===== src/sv/imm_pkg.sv =====
// Shared types and constants of the integer matrix multiply block.
// No dependencies; every other file of the block but the assertion header imports it.
package imm_pkg;

  // Fixed field widths of the channels.
  localparam int unsigned CMD_W     = 2;
  localparam int unsigned POS_W     = 3;
  localparam int unsigned ELEM_W    = 16;
  localparam int unsigned ACC_W     = 32;
  localparam int unsigned CFG_IDX_W = 2;
  localparam int unsigned CFG_W     = 4;

  // Reset value of each dimension register.
  localparam logic [CFG_W-1:0] CFG_DIM_RESET = 4'd8;

  // Input commands.
  typedef enum logic [CMD_W-1:0] {
    CMD_LOAD_A  = 2'd0,
    CMD_LOAD_B  = 2'd1,
    CMD_COMPUTE = 2'd2
  } imm_cmd_e;

  // Configuration register indexes.
  typedef enum logic [CFG_IDX_W-1:0] {
    CFG_ROWS  = 2'd0,
    CFG_INNER = 2'd1,
    CFG_COLS  = 2'd2
  } imm_cfg_e;

  // Sequencer states.
  typedef enum logic [1:0] {
    ST_IDLE,
    ST_MAC,
    ST_DRAIN,
    ST_EMIT
  } imm_state_e;

  // Store write request.
  typedef struct packed {
    logic              we_a;
    logic              we_b;
    logic [POS_W-1:0]  row;
    logic [POS_W-1:0]  col;
    logic [ELEM_W-1:0] data;
  } imm_wr_t;

  // Multiply-accumulate control from the sequencer.
  typedef struct packed {
    logic             issue;
    logic             clear;
    logic [POS_W-1:0] i;
    logic [POS_W-1:0] j;
    logic [POS_W-1:0] k;
  } imm_mac_ctrl_t;

  // Multiply-accumulate status back to the sequencer.
  typedef struct packed {
    logic             busy;
    logic [ACC_W-1:0] acc;
  } imm_mac_stat_t;

endpackage


===== src/sv/imm_in_if.sv =====
// Input item channel of the integer matrix multiply block.
// Depends on imm_pkg for the field widths.
interface imm_in_if import imm_pkg::*; ();
  logic                     valid;
  logic                     ready;
  logic [CMD_W-1:0]         command;
  logic [POS_W-1:0]         row_index;
  logic [POS_W-1:0]         col_index;
  logic signed [ELEM_W-1:0] elem_value;

  modport source (output valid, command, row_index, col_index, elem_value, input ready);
  modport sink   (input valid, command, row_index, col_index, elem_value, output ready);
endinterface


===== src/sv/imm_out_if.sv =====
// Result channel of the integer matrix multiply block.
// Depends on imm_pkg for the field widths.
interface imm_out_if import imm_pkg::*; ();
  logic                    valid;
  logic                    ready;
  logic [POS_W-1:0]        out_row;
  logic [POS_W-1:0]        out_col;
  logic signed [ACC_W-1:0] out_value;
  logic                    is_last;

  modport source (output valid, out_row, out_col, out_value, is_last, input ready);
  modport sink   (input valid, out_row, out_col, out_value, is_last, output ready);
endinterface


===== src/sv/imm_cfg_if.sv =====
// Configuration write channel of the integer matrix multiply block.
// Depends on imm_pkg for the index and data widths.
interface imm_cfg_if import imm_pkg::*; ();
  logic                 valid;
  logic                 ready;
  logic [CFG_IDX_W-1:0] index;
  logic [CFG_W-1:0]     data;

  modport source (output valid, index, data, input ready);
  modport sink   (input valid, index, data, output ready);
endinterface


===== src/sv/imm_mac.sv =====
// Element stores and the shared multiply-accumulate pipeline.
// Depends on imm_pkg for the control and status structs.
module imm_mac import imm_pkg::*; #(
  parameter int unsigned DIM_MAX   = 8,
  parameter int unsigned ELEM_BITS = 16
) (
  input  logic          clk_i,
  input  logic          rst_ni,
  input  imm_wr_t       wr_i,
  input  imm_mac_ctrl_t ctrl_i,
  output imm_mac_stat_t stat_o
);

  localparam int unsigned DEPTH  = DIM_MAX * DIM_MAX;
  localparam int unsigned ADDR_W = $clog2(DEPTH);
  localparam int unsigned PROD_W = 2 * ELEM_BITS;

  logic [ELEM_BITS-1:0] a_mem [DEPTH];
  logic [ELEM_BITS-1:0] b_mem [DEPTH];

  logic [ADDR_W-1:0]    waddr;
  logic [ADDR_W-1:0]    a_raddr;
  logic [ADDR_W-1:0]    b_raddr;
  logic                 wr_ok;
  logic [ELEM_BITS-1:0] wdata;

  logic [ELEM_BITS-1:0]     a_rd_q;
  logic [ELEM_BITS-1:0]     b_rd_q;
  logic                     rd_vld_q;
  logic signed [PROD_W-1:0] prod;
  logic signed [63:0]       prod_ext;
  logic [ACC_W-1:0]         prod_q;
  logic                     mul_vld_q;
  logic [ACC_W-1:0]         acc_q;

  // Row-major addressing with a row stride of DIM_MAX.
  assign waddr   = ADDR_W'(wr_i.row * DIM_MAX + wr_i.col);
  assign a_raddr = ADDR_W'(ctrl_i.i * DIM_MAX + ctrl_i.j);
  assign b_raddr = ADDR_W'(ctrl_i.j * DIM_MAX + ctrl_i.k);
  assign wr_ok   = (wr_i.row < DIM_MAX) && (wr_i.col < DIM_MAX);

  // The stored element is the low ELEM_BITS bits of the written value, zero-extended if ELEM_BITS exceeds ELEM_W.
  if (ELEM_BITS <= ELEM_W) begin : g_narrow
    assign wdata = wr_i.data[ELEM_BITS-1:0];
  end else begin : g_wide
    assign wdata = {{(ELEM_BITS - ELEM_W){1'b0}}, wr_i.data};
  end

  // Store writes and registered reads.
  always_ff @(posedge clk_i) begin
    if (wr_i.we_a && wr_ok) begin
      a_mem[waddr] <= wdata;
    end
    if (ctrl_i.issue) begin
      a_rd_q <= a_mem[a_raddr];
    end
  end

  always_ff @(posedge clk_i) begin
    if (wr_i.we_b && wr_ok) begin
      b_mem[waddr] <= wdata;
    end
    if (ctrl_i.issue) begin
      b_rd_q <= b_mem[b_raddr];
    end
  end

  // Full-width signed product, wrapped to the accumulator width.
  assign prod     = $signed(a_rd_q) * $signed(b_rd_q);
  assign prod_ext = 64'(prod);

  always_ff @(posedge clk_i) begin
    if (rd_vld_q) begin
      prod_q <= prod_ext[ACC_W-1:0];
    end
  end

  // Pipeline valid flags and the accumulator.
  always_ff @(posedge clk_i or negedge rst_ni) begin
    if (!rst_ni) begin
      rd_vld_q  <= 1'b0;
      mul_vld_q <= 1'b0;
      acc_q     <= '0;
    end else begin
      rd_vld_q  <= ctrl_i.issue;
      mul_vld_q <= rd_vld_q;
      if (ctrl_i.clear) begin
        acc_q <= '0;
      end else if (mul_vld_q) begin
        acc_q <= acc_q + prod_q;
      end
    end
  end

  assign stat_o.busy = rd_vld_q | mul_vld_q;
  assign stat_o.acc  = acc_q;

endmodule


===== src/sv/integer_matrix_multiply.sv =====
// Integer matrix multiply, top level: sequencer, dimension registers, result register.
// Depends on imm_pkg, the three channel interfaces and imm_mac.
//
// Usage:
//   in_i carries commands. Load A and load B write one element at (row, col)
//   and complete in the transfer cycle; a write outside DIM_MAX is dropped.
//   Compute forms C = A x B over the configured rows, inner length and
//   columns and sends one result per C element on out_o in row-major order,
//   with is_last set on the final one. Sums wrap in 32 bits.
//   cfg_i writes rows_used, inner_used and cols_used (index 0, 1, 2); it is
//   always ready. Values above DIM_MAX count as DIM_MAX.
// Timing:
//   One shared multiplier, one product per cycle while it issues. Each C
//   element goes through its issue cycles, the loop exit, the drain until the
//   pipeline is empty and the result register load; at an inner length of
//   zero there are no issue cycles. in_i is not ready while a compute runs.
// Stalls and reset: a stalled result holds in the output register, and the
//   next element waits in its emit cycle until that register is free. Reset
//   sets all dimensions to 8 and empties the result register; stores are undefined.
module integer_matrix_multiply import imm_pkg::*; #(
  parameter int unsigned DIM_MAX   = 8,
  parameter int unsigned ELEM_BITS = 16
) (
  input  logic clk_i,
  input  logic rst_ni,
  imm_in_if.sink    in_i,
  imm_out_if.source out_o,
  imm_cfg_if.sink   cfg_i
);

  localparam int unsigned DIM_W = $clog2(DIM_MAX + 1);

  imm_state_e state_q, state_d;

  logic [CFG_W-1:0] rows_q, inner_q, cols_q;
  logic [DIM_W-1:0] nr, ni, nc;
  logic [DIM_W-1:0] i_q, j_q, k_q;

  logic          in_fire;
  logic          start;
  logic          out_free;
  logic          emit;
  logic          last;
  imm_cmd_e      cmd;
  imm_wr_t       wr;
  imm_mac_ctrl_t ctrl;
  imm_mac_stat_t stat;

  logic                    out_vld_q;
  logic [POS_W-1:0]        out_row_q, out_col_q;
  logic signed [ACC_W-1:0] out_value_q;
  logic                    is_last_q;

  // Configuration registers.
  assign cfg_i.ready = 1'b1;

  always_ff @(posedge clk_i or negedge rst_ni) begin
    if (!rst_ni) begin
      rows_q  <= CFG_DIM_RESET;
      inner_q <= CFG_DIM_RESET;
      cols_q  <= CFG_DIM_RESET;
    end else if (cfg_i.valid) begin
      unique case (imm_cfg_e'(cfg_i.index))
        CFG_ROWS:  rows_q  <= cfg_i.data;
        CFG_INNER: inner_q <= cfg_i.data;
        CFG_COLS:  cols_q  <= cfg_i.data;
        default: ;
      endcase
    end
  end

  // Dimensions in use, clamped to the store size.
  assign nr = (rows_q  > CFG_W'(DIM_MAX)) ? DIM_W'(DIM_MAX) : DIM_W'(rows_q);
  assign ni = (inner_q > CFG_W'(DIM_MAX)) ? DIM_W'(DIM_MAX) : DIM_W'(inner_q);
  assign nc = (cols_q  > CFG_W'(DIM_MAX)) ? DIM_W'(DIM_MAX) : DIM_W'(cols_q);

  // Command decode.
  assign cmd      = imm_cmd_e'(in_i.command);
  assign in_fire  = in_i.valid && in_i.ready;
  assign start    = in_fire && (cmd == CMD_COMPUTE) && (nr != '0) && (nc != '0);
  assign out_free = !out_vld_q || out_o.ready;
  assign last     = (i_q == nr - DIM_W'(1)) && (k_q == nc - DIM_W'(1));

  always_comb begin
    wr      = '0;
    wr.row  = in_i.row_index;
    wr.col  = in_i.col_index;
    wr.data = in_i.elem_value;
    unique case (cmd)
      CMD_LOAD_A:  wr.we_a = in_fire;
      CMD_LOAD_B:  wr.we_b = in_fire;
      CMD_COMPUTE: ;
      default: ;
    endcase
  end

  // Next state.
  always_comb begin
    state_d = state_q;
    unique case (state_q)
      ST_IDLE:  if (start) state_d = ST_MAC;
      ST_MAC:   if (j_q >= ni) state_d = ST_DRAIN;
      ST_DRAIN: if (!stat.busy) state_d = ST_EMIT;
      ST_EMIT: begin
        if (out_free) begin
          state_d = last ? ST_IDLE : ST_MAC;
        end
      end
      default: state_d = ST_IDLE;
    endcase
  end

  // Sequencer outputs.
  always_comb begin
    in_i.ready = 1'b0;
    ctrl       = '0;
    emit       = 1'b0;
    ctrl.i     = POS_W'(i_q);
    ctrl.j     = POS_W'(j_q);
    ctrl.k     = POS_W'(k_q);
    unique case (state_q)
      ST_IDLE: begin
        in_i.ready = 1'b1;
        ctrl.clear = start;
      end
      ST_MAC:   ctrl.issue = (j_q < ni);
      ST_DRAIN: ;
      ST_EMIT: begin
        emit       = out_free;
        ctrl.clear = out_free;
      end
      default: ;
    endcase
  end

  // State and loop counters.
  always_ff @(posedge clk_i or negedge rst_ni) begin
    if (!rst_ni) begin
      state_q <= ST_IDLE;
      i_q     <= '0;
      j_q     <= '0;
      k_q     <= '0;
    end else begin
      state_q <= state_d;
      if (start) begin
        i_q <= '0;
        j_q <= '0;
        k_q <= '0;
      end else if (ctrl.issue) begin
        j_q <= j_q + DIM_W'(1);
      end else if (emit) begin
        j_q <= '0;
        if (k_q == nc - DIM_W'(1)) begin
          k_q <= '0;
          i_q <= i_q + DIM_W'(1);
        end else begin
          k_q <= k_q + DIM_W'(1);
        end
      end
    end
  end

  // Result register.
  always_ff @(posedge clk_i or negedge rst_ni) begin
    if (!rst_ni) begin
      out_vld_q <= 1'b0;
    end else if (emit) begin
      out_vld_q <= 1'b1;
    end else if (out_o.ready) begin
      out_vld_q <= 1'b0;
    end
  end

  always_ff @(posedge clk_i) begin
    if (emit) begin
      out_row_q   <= POS_W'(i_q);
      out_col_q   <= POS_W'(k_q);
      out_value_q <= stat.acc;
      is_last_q   <= last;
    end
  end

  assign out_o.valid     = out_vld_q;
  assign out_o.out_row   = out_row_q;
  assign out_o.out_col   = out_col_q;
  assign out_o.out_value = out_value_q;
  assign out_o.is_last   = is_last_q;

  // Stores and the shared multiply-accumulate unit.
  imm_mac #(
    .DIM_MAX   (DIM_MAX),
    .ELEM_BITS (ELEM_BITS)
  ) u_mac (
    .clk_i  (clk_i),
    .rst_ni (rst_ni),
    .wr_i   (wr),
    .ctrl_i (ctrl),
    .stat_o (stat)
  );

endmodule


===== src/flat_wrapper.sv =====
// flat-port wrapper written by rule: the top's interface ports become plain ports
module integer_matrix_multiply_flat import imm_pkg::*;
#(
  parameter int unsigned DIM_MAX   = 8,
  parameter int unsigned ELEM_BITS = 16
)
  (clk_i, rst_ni, in_i_valid, in_i_command, in_i_row_index, in_i_col_index, in_i_elem_value, in_i_ready, out_o_valid, out_o_out_row, out_o_out_col, out_o_out_value, out_o_is_last, out_o_ready, cfg_i_valid, cfg_i_index, cfg_i_data, cfg_i_ready);
  imm_in_if in_i_i ();
  imm_out_if out_o_i ();
  imm_cfg_if cfg_i_i ();
  input  logic clk_i;
  input  logic rst_ni;
  input wire logic [$bits(in_i_i.valid)-1:0] in_i_valid;
  input wire logic [$bits(in_i_i.command)-1:0] in_i_command;
  input wire logic [$bits(in_i_i.row_index)-1:0] in_i_row_index;
  input wire logic [$bits(in_i_i.col_index)-1:0] in_i_col_index;
  input wire logic [$bits(in_i_i.elem_value)-1:0] in_i_elem_value;
  output wire logic [$bits(in_i_i.ready)-1:0] in_i_ready;
  output wire logic [$bits(out_o_i.valid)-1:0] out_o_valid;
  output wire logic [$bits(out_o_i.out_row)-1:0] out_o_out_row;
  output wire logic [$bits(out_o_i.out_col)-1:0] out_o_out_col;
  output wire logic [$bits(out_o_i.out_value)-1:0] out_o_out_value;
  output wire logic [$bits(out_o_i.is_last)-1:0] out_o_is_last;
  input wire logic [$bits(out_o_i.ready)-1:0] out_o_ready;
  input wire logic [$bits(cfg_i_i.valid)-1:0] cfg_i_valid;
  input wire logic [$bits(cfg_i_i.index)-1:0] cfg_i_index;
  input wire logic [$bits(cfg_i_i.data)-1:0] cfg_i_data;
  output wire logic [$bits(cfg_i_i.ready)-1:0] cfg_i_ready;
  assign in_i_i.valid = in_i_valid;
  assign in_i_i.command = in_i_command;
  assign in_i_i.row_index = in_i_row_index;
  assign in_i_i.col_index = in_i_col_index;
  assign in_i_i.elem_value = in_i_elem_value;
  assign in_i_ready = in_i_i.ready;
  assign out_o_valid = out_o_i.valid;
  assign out_o_out_row = out_o_i.out_row;
  assign out_o_out_col = out_o_i.out_col;
  assign out_o_out_value = out_o_i.out_value;
  assign out_o_is_last = out_o_i.is_last;
  assign out_o_i.ready = out_o_ready;
  assign cfg_i_i.valid = cfg_i_valid;
  assign cfg_i_i.index = cfg_i_index;
  assign cfg_i_i.data = cfg_i_data;
  assign cfg_i_ready = cfg_i_i.ready;
  integer_matrix_multiply #(.DIM_MAX(DIM_MAX), .ELEM_BITS(ELEM_BITS)) u_core (.clk_i(clk_i), .rst_ni(rst_ni), .in_i(in_i_i), .out_o(out_o_i), .cfg_i(cfg_i_i));
endmodule

===== config.mk =====
export PLATFORM = sky130hd
export DESIGN_NAME = integer_matrix_multiply_flat
export DESIGN_NICKNAME = d
export VERILOG_FILES = /design/src/sv/imm_pkg.sv /design/src/sv/imm_in_if.sv /design/src/sv/imm_out_if.sv /design/src/sv/imm_cfg_if.sv /design/src/sv/imm_mac.sv /design/src/sv/integer_matrix_multiply.sv /design/src/flat_wrapper.sv
export SDC_FILE = /design/constraint.sdc
export NUM_CORES = 2
export LEC_CHECK = 0
export BUFFER_PORTS_ARGS = -buffer_cell sky130_fd_sc_hd__buf_2
export CORE_UTILIZATION = 60
export DETAILED_ROUTE_END_ITERATION = 6
export PLACE_DENSITY = 0.86
export SLEW_MARGIN = 20
export SYNTH_ARGS = -nofsm -noshare
export SYNTH_HDL_FRONTEND = slang
export SYNTH_SLANG_ARGS = --single-unit

===== constraint.sdc =====
create_clock -name clk_i -period 11.9 [get_ports clk_i]
set_input_delay 1.19 -clock clk_i [delete_from_list [all_inputs] [get_ports clk_i]]
set_output_delay 1.19 -clock clk_i [all_outputs]
set_load 0.02 [all_outputs]

; ---- Yosys cells after proc, flatten, opt, wreduce, memory -nomap -nowiden
; Memory sizes are Yosys's and may differ from the RTL's. A register that Yosys moved wholly into a read port is not among the register bits.
; Index checks and enable logic that the tools add are counted.
[totals]
elab_cells = 105
input_bits = 35
output_inout_bits = 42
regBits = 132
ramBits = 2048
memories = 2
[memory_table]
columns = name, depth, word_bits, read_ports, rd_ports_with_merged_regs, wr, line
row1 = u_core.u_mac.a_mem, 64, 16, 1, 1, 1, imm_mac.sv:18  ; logic [ELEM_BITS-1:0] a_mem [DEPTH];
row2 = u_core.u_mac.b_mem, 64, 16, 1, 1, 1, imm_mac.sv:19  ; logic [ELEM_BITS-1:0] b_mem [DEPTH];
[op_classes]
addsub = 9
n_reduce_logical = 23
n_eq_ne = 14
n_lt_le_gt_ge = 5
mux = 34
n_bitwise = 1
mul = 1
[op_table]
columns = cell, count
row1 = $mux W32, 2
row2 = $mux W4, 14
row3 = $add A32 B32 Y32, 1
row4 = $mul A16 B16 Y32, 1
row5 = $add A6 B3 Y6, 3
row6 = $add A4 B1 Y4 const B, 3
row7 = $gt A4 B4 Y1 const B, 3
row8 = $mux W1, 12
row9 = $eq A2 B2 Y1 const B, 4
row10 = $eq A4 B4 Y1, 2
row11 = $mux W2, 4
row12 = $ne A2 B1 Y1 const B, 4
row13 = $pmux W2 S4, 1
row14 = $reduce_and A2 Y1, 4
row15 = $reduce_bool A2 Y1, 4
row16 = $reduce_bool A4 Y1, 2
row17 = $sub A4 B1 Y4 const B, 2
row18 = $eq A2 B1 Y1 const B, 3
row19 = $logic_not A2 Y1, 3
row20 = $logic_and A1 B1 Y1, 5
row21 = $ge A4 B4 Y1, 1
row22 = $lt A4 B4 Y1, 1
row23 = $reduce_and A4 Y1, 1
row24 = $reduce_and A3 Y1, 1
row25 = other kinds (6), 6

; ---- Depth between registers and ports, before layout
[logic_depth]
depth_word = 8
depth_mapped = 25
depth_no_buf = 24

; ---- By module
; A second synthesis with hierarchy kept.
[unflattened]
hier_cells = 4739
area_unflattened_um2 = 95557.9
[by_module_without_submodules]
columns = module, seq_area_each_um2, area_per_inst_um2, instances, cells_per_inst
row1 = imm_mac, 64271.6, 92673.9, 1, 4528
row2 = integer_matrix_multiply, 1850.5, 2884.0, 1, 211

; ---- Worst setup path after synthesis
; OpenSTA, ideal clock, no wires.
[synth_timing]
path_type = flip-flop to flip-flop
startpoint = register u_core.u_mac.b_rd_q[1], read port of u_core.u_mac.b_mem
endpoint = register u_core.u_mac.prod_q[31], data pin
setup_ps = 260
setup_slack_ps = 5639
arrival_ps = 6001
required_ps = 11640
synth_period_minus_slack_ps = 6261
n_path_buf = 1
path_stages_with_launch = 22
path_cell_list = edfxtp_1 -> clkbuf_1 -> nand2_1 -> fa_1 -> fa_1 -> fa_1 -> fa_1 -> inv_1 -> fa_1 -> inv_1 -> fa_1 -> inv_1 -> ha_1 -> a21o_1 -> a21o_1 -> a311o_1 -> a21oi_2 -> o41ai_2 -> a311o_1 -> a221o_1 -> a21oi_2 -> xnor2_1
[synth_via]
elab_chain_cells = 1
[synth_lines]
columns = element, line
row1 = from (decl), imm_mac.sv:28  ; logic [ELEM_BITS-1:0] b_rd_q;
row2 = $mul A16 B16 Y32, imm_mac.sv:69  ; assign prod = $signed(a_rd_q) * $signed(b_rd_q);
row3 = net u_core.u_mac.prod[31], imm_mac.sv:30  ; logic signed [PROD_W-1:0] prod;
row4 = to (signal assigned), imm_mac.sv:74  ; prod_q <= prod_ext[ACC_W-1:0];
row5 = to (decl), imm_mac.sv:32  ; logic [ACC_W-1:0] prod_q;
; The timed path passes the listed nets, and every way through them passes these cells.
; A chain may end at the register's enable or synchronous reset.

; ---- Worst setup path after layout
[layout_timing]
startpoint = register u_core.u_mac.b_rd_q[7], read port of u_core.u_mac.b_mem
endpoint = register u_core.u_mac.prod_q[31], data pin
; Same word-level chain as after synthesis.

==> flow_metrics.py <==
metrics = {
    "routing": {
        "first_pass_iters": 6,
        "drc": 0,
        "num_vias": 51400,
        "routed_wl_um": 267000,
        "ant_nets": 0,
        "wl_per_cell_um": 37.1,
        "drt_iter0_drc": 8443,
        "vias_per_cell": 7.13,
    },
    "synth": {
        "syn-num-nets": 5154,
        "ys_warn_count": 0,
        "ys_types": 72,
        "ys_ff_latch": 2212,
        "ys.flop_type": "edfxtp_1",
        "syn_inst": 4729,
        "async_flop_share_pct": 2.76,
        "syn_area_per_cell_um2": 20.2,
        "yosysSeqAreaShare_pct": 69.3,
        "synth_edf_count": 2151,
        "syn_area_um2": 95400,
    },
    "floorplanning": {
        "io-pin-count": 77,
        "core_region_area_um2": 157000,
        "start_util_pct": 60.7,
        "die_h_um": 401,
        "rows": 145,
        "die-area_um2": 161000,
        "die_width_um": 401,
    },
    "job": {
        "cap_violations": 0,
    },
    "setup_path": {
        "startpoint_type": "register",
        "required_ns": 12.46,
        "r2r_slack_ns": 5.15,
        "reg2reg_from": "u_core.u_mac.b_rd_q[7]",
        "end_kind": "register",
        "path_max_fanout": 16,
        "r2r_cells": 22,
        "rr_endpoint": "u_core.u_mac.prod_q[31]",
        "arrival_ns": 7.31,
        "worstSetupPathType": "reg2reg",
    },
    "cts": {
        "cts_tree": "yes",
        "cts-resized-gates": 0,
        "clk_latency_ns": 0.87,
        "htree_levels": 4,
        "clk_pin_slew_ns": 0.07,
        "numCtsBuffers": 203,
        "cts_sinks": 2212,
        "cts_root_buf": "clkbuf_16",
        "post_cts_buffers": 0,
        "ctsHoldBuffers": 0,
        "cts-root-to-sink-buffers": 3,
    },
    "finish": {
        "fillers": 8898,
        "layout.nets": 5382,
        "drive_gt1_share_pct": 24.8,
        "area_growth_pct": 10.8,
    },
    "place": {
        "gp_congestion": 0.891,
        "dp_hpwl_um": 142000,
        "io_buffers": 75,
    },
    "global_routing": {
        "gr-total-overflow": 0,
        "grt_pass1_vias": 52400,
        "grt_antenna_before_repair": 31,
        "track_usage_pct": 33.6,
        "grt_first_pass_wirelength_um": 379000,
        "grt_max_degree": 154,
    },
    "timing": {
        "tightest_slew_ns": 1.23,
        "setup_violations": 0,
        "slew_headroom_pct": 18.0,
        "clock_skew_ns": 0.0542,
        "min_period_ns": 6.75,
        "totalNegativeSetupSlack_ns": 0,
        "hold_viol": 0,
        "fin_crit_sh_pct": 56.7,
        "rsz0062_at_grt": "no",
        "max_freq_ghz": 0.148,
        "drv_slew": 0,
    },
    "worst_hold_path": {
        "min_to": "u_core.out_o.out_value[31]",
        "hold_path_depth": 0,
        "worstHoldStart": "u_core.u_mac.acc_q[31]",
        "holdCritPathClass": "reg2reg",
    },
    "status": {
        "outcome": "finished clean",
    },
}
[critical path, cell delays in order (launching register included)]
cell,delay (ns)
edfxtp_1,0.79
nand2_1,0.22
fa_1,0.57
inv_1,0.06
fa_1,0.50
inv_1,0.06
fa_1,0.55
inv_1,0.06
fa_1,0.45
fa_1,0.49
inv_1,0.05
fa_1,0.47
inv_1,0.04
ha_1,0.22
nor3_1,0.24
nand2_1,0.09
a311o_1,0.34
a21oi_2,0.19
o41ai_2,0.15
a311o_1,0.38
a221o_1,0.32
a21oi_2,0.15
xnor2_1,0.07
[worst max path at each step]
stage | start | end | slack (ns)
floorplan | u_core.u_mac.b_rd_q[1] | u_core.u_mac.prod_q[31] | 5.64
global placement | u_core.u_mac.a_rd_q[7] | u_core.u_mac.prod_q[31] | 5.24
detailed placement | u_core.u_mac.a_rd_q[10] | u_core.u_mac.prod_q[31] | 5.19
CTS | u_core.u_mac.a_rd_q[7] | u_core.u_mac.prod_q[31] | 5.18
global route | u_core.u_mac.a_rd_q[10] | u_core.u_mac.prod_q[31] | 4.92
finish | u_core.u_mac.b_rd_q[7] | u_core.u_mac.prod_q[31] | 5.15
[cell usage in the layout (no fill, tap or decap), drive strengths merged, types with 20 or more instances in the layout]
master	instances
edfxtp	2151
mux4	672
inv	332
fa	263
clkbuf	241
buf	236
nor2	198
nand2	174
ha	127
and2	117
clkinv	100
a21oi	61
dfrtp	58
o21ai	46
xnor2	43
a21o	33
nand2b	24
xor2	22
bufinv	22
nand3b	21
mux2i	20
[cells in the mapped netlist, types with 4 or more instances]
master | count | area (um^2)
nor2_1 | 197 | 739
a21oi_1 | 58 | 290
nor3_1 | 15 | 75.1
clkbuf_1 | 138 | 518
nor2b_1 | 10 | 62.6
xor2_1 | 22 | 193
nand4_1 | 11 | 68.8
fa_1 | 263 | 5270
o21ai_1 | 20 | 100
a211oi_1 | 4 | 30.0
mux4_2 | 672 | 15100
or3_1 | 7 | 43.8
a31oi_1 | 4 | 25.0
o211ai_1 | 7 | 52.6
ha_1 | 127 | 1590
nand2_1 | 174 | 653
mux2_2 | 14 | 158
buf_2 | 52 | 260
o21ai_0 | 26 | 130
buf_1 | 21 | 78.8
nand2b_1 | 24 | 150
o21a_1 | 13 | 97.6
nand3_1 | 17 | 85.1
nand3b_1 | 21 | 158
edfxtp_1 | 2151 | 64600
dfrtp_1 | 58 | 1450
or3b_2 | 4 | 35.0
and4_1 | 4 | 35.0
inv_1 | 325 | 1220
xnor2_1 | 43 | 377
a21o_1 | 32 | 240
o21bai_1 | 7 | 52.6
and2_1 | 117 | 732
mux2i_1 | 20 | 200
[through the flow]
step / worst slack, ns / instance area, um^2 / utilization (%) / hold WS [ns] / cells
5_1_grt: 4.92 / 106000 / 67.3 / 0.510 / 7198
3_5_place_dp: 5.19 / 98800 / 62.9 / 0.475 / 6807
2_1_floorplan: 5.64 / 95400 / - / 0.423 / 4729
3_3_place_gp: 5.24 / 98800 / 62.9 / 0.454 / 6807
4_1_cts: 5.18 / 106000 / 67.2 / 0.498 / 7190
6_report: 5.15 / 106000 / 67.3 / 0.494 / 7205
[layout make-up]
cell class	instances	area (um^2)	area share, %
Inverter	326	1220	1.16
Clock buffer	241	5330	5.04
Antenna cell	12	30.0	0.0284
Sequential cell	2212	66100	62.6
Multi-Input combinational cell	1978	27200	25.7
Timing Repair Buffer	236	1750	1.65
Clock inverter	142	1460	1.38
Tap cell	2058	2570	2.44
[cells by family (layout without fill, tap and decap cells)]
kind of cell | Yosys count | after routing | share of synthesized area (%)
adders and majority gates | 390 | 390 | 7.18
muxes | 706 | 706 | 16.2
other | 1 | 13 | 0.00393
AOI/OAI and AO/OA | 203 | 203 | 1.39
xor gates and xnor gates | 65 | 65 | 0.597
buffers and inverters | 539 | 945 | 2.20
DFF | 2212 | 2212 | 69.3
and+or+nand+nor | 613 | 613 | 3.07
[registers in the layout (all words and copies together), names as in the netlist, 4 cells and up]
| register | count |
|---|---|
| u_core.inner_q | 4 |
| u_core.u_mac.a_rd_q | 16 |
| u_core.out_o.out_value | 32 |
| u_core.k_q | 4 |
| u_core.rows_q | 4 |
| u_core.u_mac.a_mem | 1024 |
| u_core.j_q | 4 |
| u_core.u_mac.b_rd_q | 16 |
| u_core.u_mac.prod_q | 32 |
| u_core.u_mac.acc_q | 32 |
| u_core.i_q | 4 |
| u_core.cols_q | 4 |
| u_core.u_mac.b_mem | 1024 |
[per-layer routing]
metal	track usage, %	vias to the layer above	share of wire [%]
li1	-	19100	-
met1	41.8	26300	32
met2	54.0	4796	49
met3	8.16	1130	12
met4	20.4	26	7.2
met5	0	-	0.058
Power is left out: the tool's default activity adds up to more than one toggle a clock period on the data nets, which glitch-free logic cannot reach.
